## config.mk

```make
export PLATFORM = sky130hd
export DESIGN_NAME = gcld_update
export DESIGN_NICKNAME = d
export VERILOG_FILES = /design/src/rtl/core/gcld_pkg.sv /design/src/rtl/core/gcld_update.sv
export SDC_FILE = /design/constraint.sdc
export NUM_CORES = 1
export LEC_CHECK = 0
export ABC_AREA = 1
export BUFFER_PORTS_ARGS = -buffer_cell sky130_fd_sc_hd__buf_2
export CORE_UTILIZATION = 25
export DETAILED_ROUTE_END_ITERATION = 6
export GPL_ROUTABILITY_DRIVEN = 0
export PLACE_DENSITY = 0.63
export SYNTH_ARGS = -nofsm -noshare
export SYNTH_HDL_FRONTEND = slang
export SYNTH_SLANG_ARGS = --single-unit
```

## constraint.sdc

```tcl
create_clock -name vclk -period 7.3
set_clock_uncertainty 0.2 [all_clocks]
set_input_delay 1.46 -clock vclk [all_inputs]
set_output_delay 1.46 -clock vclk [all_outputs]
set_load 0.1 [all_outputs]
```

## src/rtl/core/gcld_pkg.sv

```systemverilog
// gcld_pkg: shared types and constants of the gray code light decoder
// no dependencies; used by gcld_update and gray_code_light_decoder_core
package gcld_pkg;

	localparam int PIXEL_COUNT = 1048576;
	localparam int PLANE_COUNT = 8;

	localparam int ADDR_W   = 20;
	localparam int SAMPLE_W = 8;
	localparam int THR_W    = 9;
	localparam int PIX_AW   = (PIXEL_COUNT > 1) ? $clog2(PIXEL_COUNT) : 1;

	localparam logic [SAMPLE_W-1:0] FULL_SCALE = 8'd255;
	localparam logic [SAMPLE_W-1:0] TOP_BIT    = 8'(1 << 7);

	typedef enum logic [1:0] {
		CMD_WEIGHT = 2'd0,
		CMD_PLANE  = 2'd1,
		CMD_OUTPUT = 2'd2,
		CMD_NONE   = 2'd3
	} cmd_t;

	typedef struct packed {
		logic              en;
		logic [PIX_AW-1:0] addr;
		logic [SAMPLE_W-1:0] data;
	} wr_t;

endpackage

```

## src/rtl/core/gcld_update.sv

```systemverilog
// gcld_update: per-pixel modify logic for weight, plane and output passes
// depends on gcld_pkg
module gcld_update
	import gcld_pkg::*;
(
	input  cmd_t                command,
	input  logic [2:0]          plane_index,
	input  logic                addr_ok,
	input  logic [PIX_AW-1:0]   addr,
	input  logic [SAMPLE_W-1:0] sample_first,
	input  logic [SAMPLE_W-1:0] sample_second,
	input  logic [SAMPLE_W-1:0] weight_rd,
	input  logic [SAMPLE_W-1:0] code_rd,
	input  logic [THR_W-1:0]    threshold,
	output logic [SAMPLE_W-1:0] result,
	output wr_t                 weight_wr,
	output wr_t                 code_wr
);

	logic                lit;
	logic [SAMPLE_W-1:0] diff;
	logic [3:0]          prev_sh;
	logic [2:0]          pos;
	logic                prev;
	logic [SAMPLE_W-1:0] new_code;
	logic                plane_ok;
	logic [SAMPLE_W-1:0] w_eff;
	logic [SAMPLE_W-1:0] c_eff;

	always_comb begin
		lit      = sample_first > sample_second;
		diff     = lit ? (sample_first - sample_second) : '0;
		plane_ok = {1'b0, plane_index} < 4'(PLANE_COUNT);
		prev_sh  = 4'd8 - {1'b0, plane_index};
		pos      = 3'd7 - plane_index;
		prev     = code_rd[prev_sh[2:0]];
		new_code = code_rd;
		new_code[pos] = lit ^ prev;
		if (plane_index == 3'd0) begin
			new_code = lit ? TOP_BIT : '0;
		end
		w_eff = addr_ok ? weight_rd : '0;
		c_eff = addr_ok ? code_rd : '0;

		result    = '0;
		weight_wr = '{en: 1'b0, addr: addr, data: diff};
		code_wr   = '{en: 1'b0, addr: addr, data: new_code};
		unique case (command)
			CMD_WEIGHT: begin
				result       = diff;
				weight_wr.en = addr_ok;
			end
			CMD_PLANE: begin
				result     = diff;
				code_wr.en = addr_ok && plane_ok;
			end
			CMD_OUTPUT: begin
				result = ({1'b0, w_eff} < threshold) ? '0 : (FULL_SCALE - c_eff);
			end
			default: begin
				result = '0;
			end
		endcase
	end

endmodule

```

# After elaboration in Yosys (flattened, before gate mapping)
# Index checks and enable logic that the tools add are counted.
totals:
  ff_bits: 0
  latchBits: 0
  ramBits: 0
  mem_bits_ro: 0
  out_inout_bits: 66
  wordCells: 30
  mem_count: 0
classes:
  n_addsub: 4
  n_mul: 0
  div_mod_pow: 0
  n_lt_le_gt_ge: 5
  eq_ne: 2
  shifts: 0
  mux: 14
  bitwise_logic: 1
  reduce_logical: 4
op_table:
  columns: ["cell", "n"]
  rows:
  - ["8-bit two-way mux", 6]
  - ["8-bit one-hot mux with 2 select lines", 1]
  - ["8-bit by 9-bit less-than comparator with 1-bit output", 1]
  - ["8-bit bitwise mux", 1]
  - ["8-bit > comparator", 1]
  - ["3-bit by 4-bit less-than comparator with 1-bit output (second input constant)", 2]
  - ["8-bit subtractor", 1]
  - ["8-bit subtractor (first input constant)", 1]
  - ["1-bit two-way mux", 4]
  - ["1-bit binary-select mux with 3-bit select", 1]
  - ["1-bit demux with 3-bit select", 1]
  - ["3-bit by 1-bit greater-or-equal comparator with 1-bit output (second input constant)", 1]
  - ["3-bit zero test", 1]
  - ["1-bit by 3-bit subtractor with 3-bit output (first input constant)", 1]
  - ["3-bit subtractor (first input constant)", 1]
  - ["2-bit by 1-bit equality test with 1-bit output (second input constant)", 1]
  - ["2-bit equality test (second input constant)", 1]
  - ["2-bit zero test", 1]
  - ["2-bit OR reduction", 1]
  - ["1-bit logical AND", 1]
  - ["1-bit bitwise XOR", 1]

# Logic depth before layout (Yosys ltp)
depth:
  ltp_word: 7
  depth_mapped: 14

# Worst setup path after synthesis
# OpenSTA, ideal clock, no wires.
synth_path:
  kind: "in2out"
  startpoint: "input port sample_first[0]"
  endpoint: "output port result[7]"
  t_arrival_ns: 4.748
  slack_ns: 0.892
  stages: 12
  cell_sequence: "inv_1 -> ha_1 -> fa_1 -> inv_1 -> nand2_1 -> nand2_1 -> nand3_1 -> nand2_2 -> nand2_4 -> inv_4 -> nand3_1 -> o21ai_0"
synth_between:
  elab_chain_cells: 3
  elab_cells_between_ends: 4
  cone_classes: "add/sub (1); order compare (1); mux (2)"
synth_rtl:
  columns: ["element", "line", "text"]
  rows:
  - ["from (decl)", "gcld_update.sv:10", "input logic [SAMPLE_W-1:0] sample_first,"]
  - ["8-bit subtractor or 8-bit > comparator (tied branches)", "gcld_update.sv:32, gcld_update.sv:31", null]
  - ["8-bit two-way mux (*)", "gcld_update.sv:32", "diff = lit ? (sample_first - sample_second) : '0;"]
  - ["8-bit one-hot mux with 2 select lines (*)", "gcld_update.sv:48", "unique case (command)"]
  - ["to (decl)", "gcld_update.sv:15", "output logic [SAMPLE_W-1:0] result,"]
# Every way passes the cells marked *; elsewhere a longest branch is shown, timed or not.

# Worst setup path in the final report
# Same ends and word-level chain as after synthesis.

==> impl_metrics.toml <==
[finish]
final-seq-area_um2 = 0
multi_input_area_um2 = 987
syn_to_final_growth_pct = 9.72
nets = 387
postLayoutCellArea_um2 = 1610
drive_gt1_share_pct = 28.0
diodes = 0
fill_cells = 647
clkbuf_count = 0
n_sequential_cell = 0

[synth]
synthMuxAreaShare_pct = 0
netlist_area_um2 = 1470
synth_top_family_by_area = "simple AND/OR/NAND/NOR gates"
yosys.area_share.simple_pct = 40.6
syn_nets = 355
synth_seq_area_share_pct = 0
yosysWarnings = 0
synth.area.top_cells = "buf_4 (20%), nand2_1 (20%), ha_1 (14%), inv_1 (10%), nand3_1 (7.2%)"
synth_compound_area_share_pct = 9.63
avgSynthCellArea_um2 = 5.44
synth_top_area_share_pct = 20.5
yosys.area_share.xor_xnor_pct = 1.19
yosys.area_share.adder_pct = 15.9
synthCells = 270
synth_area_leader_cell = "buf_4"
synthDistinctLibCells = 25

[floorplanning]
start_util_pct = 26.3
fp-row-count = 27
ios = 133
die_area_um2 = 6180
die_y_um = 78.6
dieWidth_um = 78.6
coreArea_um2 = 5570

[pwr]
cellPowerDensity_nw_per_um2 = 141
vdd_drop_max_mv = 0.0689
p_leak_nw = 1.06

[setup_path]
worstSetupStartpointType = "primary input"
path_depth = 14
cp_top_family = "buffers and inverters"
slowest_stage = "buf_2"
path_max_fanout = 9
worstSetupPathType = "in2out"
cp.arrival_ns = 3.55
worstPathRequired_ns = 5.64
critPathBufInv = 5
crit_chain = "buf_2 -> inv_1 -> ha_1 -> fa_1 -> inv_1 -> nand2_1 -> nand2_1 -> nand3_1 -> nand2_2 -> nand2_4 -> inv_4 -> nand3_1 -> o21ai_0 -> buf_2"
cp_slowest_stage_delay_ns = 0.48
end_kind = "primary output"

[hold_path]
whs_path_depth = 0
hold_class = "in2out"

[placement]
place_area_um2 = 1610
portBuffers = 73
place_hpwl_um = 3340

[sta]
setup_tns_ns = 0
drv_slew = 0
rsz0062_at_grt = "no"
tightestPinTransition_ns = 0.492
max_freq_mhz = 192
post-route-period-util_pct = 71.3
finalSetupViolCount = 0
layout_min_cycle_time_ns = 5.21
slew_headroom_pct = 67.4
hold_viol = 0

[route]
route.detailed.drc = 0
firstDrtPassIters = 4
via_per_inst = 4.32
via_count = 1606
wire_per_inst_um = 9.95
wirelength_um = 3700
ant_nets = 0
first_iter_violations = 53

[status]
status = "complete, no violations"

[flow_run]
cap_violations = 0

[global_routing]
first_global_vias = 1470
grt_overflow = 0
grt_max_degree = 18
grt_pass1_wl_um = 6270
grt_antenna_before_repair = 0
grt_usage_pct = 12.1

[clock_tree]
cts_hold_buf = 0
post_cts.repair.setup_buffers = 0
cts_resized = 0
==> final cells by class <==
cell class / instances / share of cell area (%)
multi-input combinational: 183 / 61.3
timing repair buffer: 73 / 22.7
inverter: 44 / 10.4
tap: 72 / 5.59
==> metrics by stage <==
stage / setup WS [ns] / power (mW) / util [%] / hold slack, ns / instances
floorplan: 0.892 / 0.288 / - / 2.93 / 270
global placement: 2.13 / 0.228 / 28.9 / 2.72 / 372
detailed placement: 2.12 / 0.229 / 28.9 / 2.72 / 372
CTS: 2.12 / 0.229 / 28.9 / 2.72 / 372
global route: 1.96 / 0.246 / 28.9 / 2.72 / 372
finish: 2.09 / 0.228 / 28.9 / 2.72 / 372
==> report_power, final <==
group	leakage [nW]	switching [mW]	internal (mW)
logic	1.06	0.179	0.0487
clock network	0	0	0
registers	0	0	0
==> synth_stat cells <==
cell      count
a21oi_1      15
nor3_1        9
nor3b_2       1
buf_2         1
o21ai_0      10
nor2_2        3
clkbuf_1      2
nand2_4       2
inv_2         1
inv_1        41
nand3b_1      1
inv_4         1
xnor2_1       2
fa_1          1
nand2_1      78
clkinv_1      1
nor2_1       16
a21o_2        1
nand4_1       2
nand2_2       2
buf_4        40
o21bai_1      1
ha_1         17
nand3_1      21
or2_1         1
==> final timing paths <==
path           to       startpoint  slack (ns)
max     result[7]  sample_first[0]        2.09
min   code_wr[16]          addr[8]        2.72
==> cells by family (layout without fill, tap and decap cells) <==
kind of cell    after synthesis  count (layout)
simple gates                136             136
xor+xnor                      2               2
compound gates               27              27
fa+ha+maj                    18              18
buf+inv                      87             117
==> layout by cell type, fill, tap and decap left out <==
cell	count
nand2_1	78
nor3b_2	1
inv_1	41
inv_2	1
nor2_2	3
inv_4	1
buf_2	73
a21o_2	1
nand2_4	2
or2_1	1
nand4_1	2
nor3_1	9
nand3_1	21
o21bai_1	1
nor2_1	16
nand3b_1	1
xnor2_1	2
clkinv_1	1
a21oi_1	15
ha_1	17
nand2_2	2
fa_1	1
o21ai_0	10
==> routing by layer <==
layer | track usage (%) | vias to the layer above | wire length [um]
li1 | - | 865 | -
met4 | 1.85 | 0 | 35
met1 | 16.5 | 679 | 1720
met5 | 0 | - | 0
met3 | 1.63 | 8 | 273
met2 | 20.3 | 54 | 1680
Power figures use the tool's default switching activity.
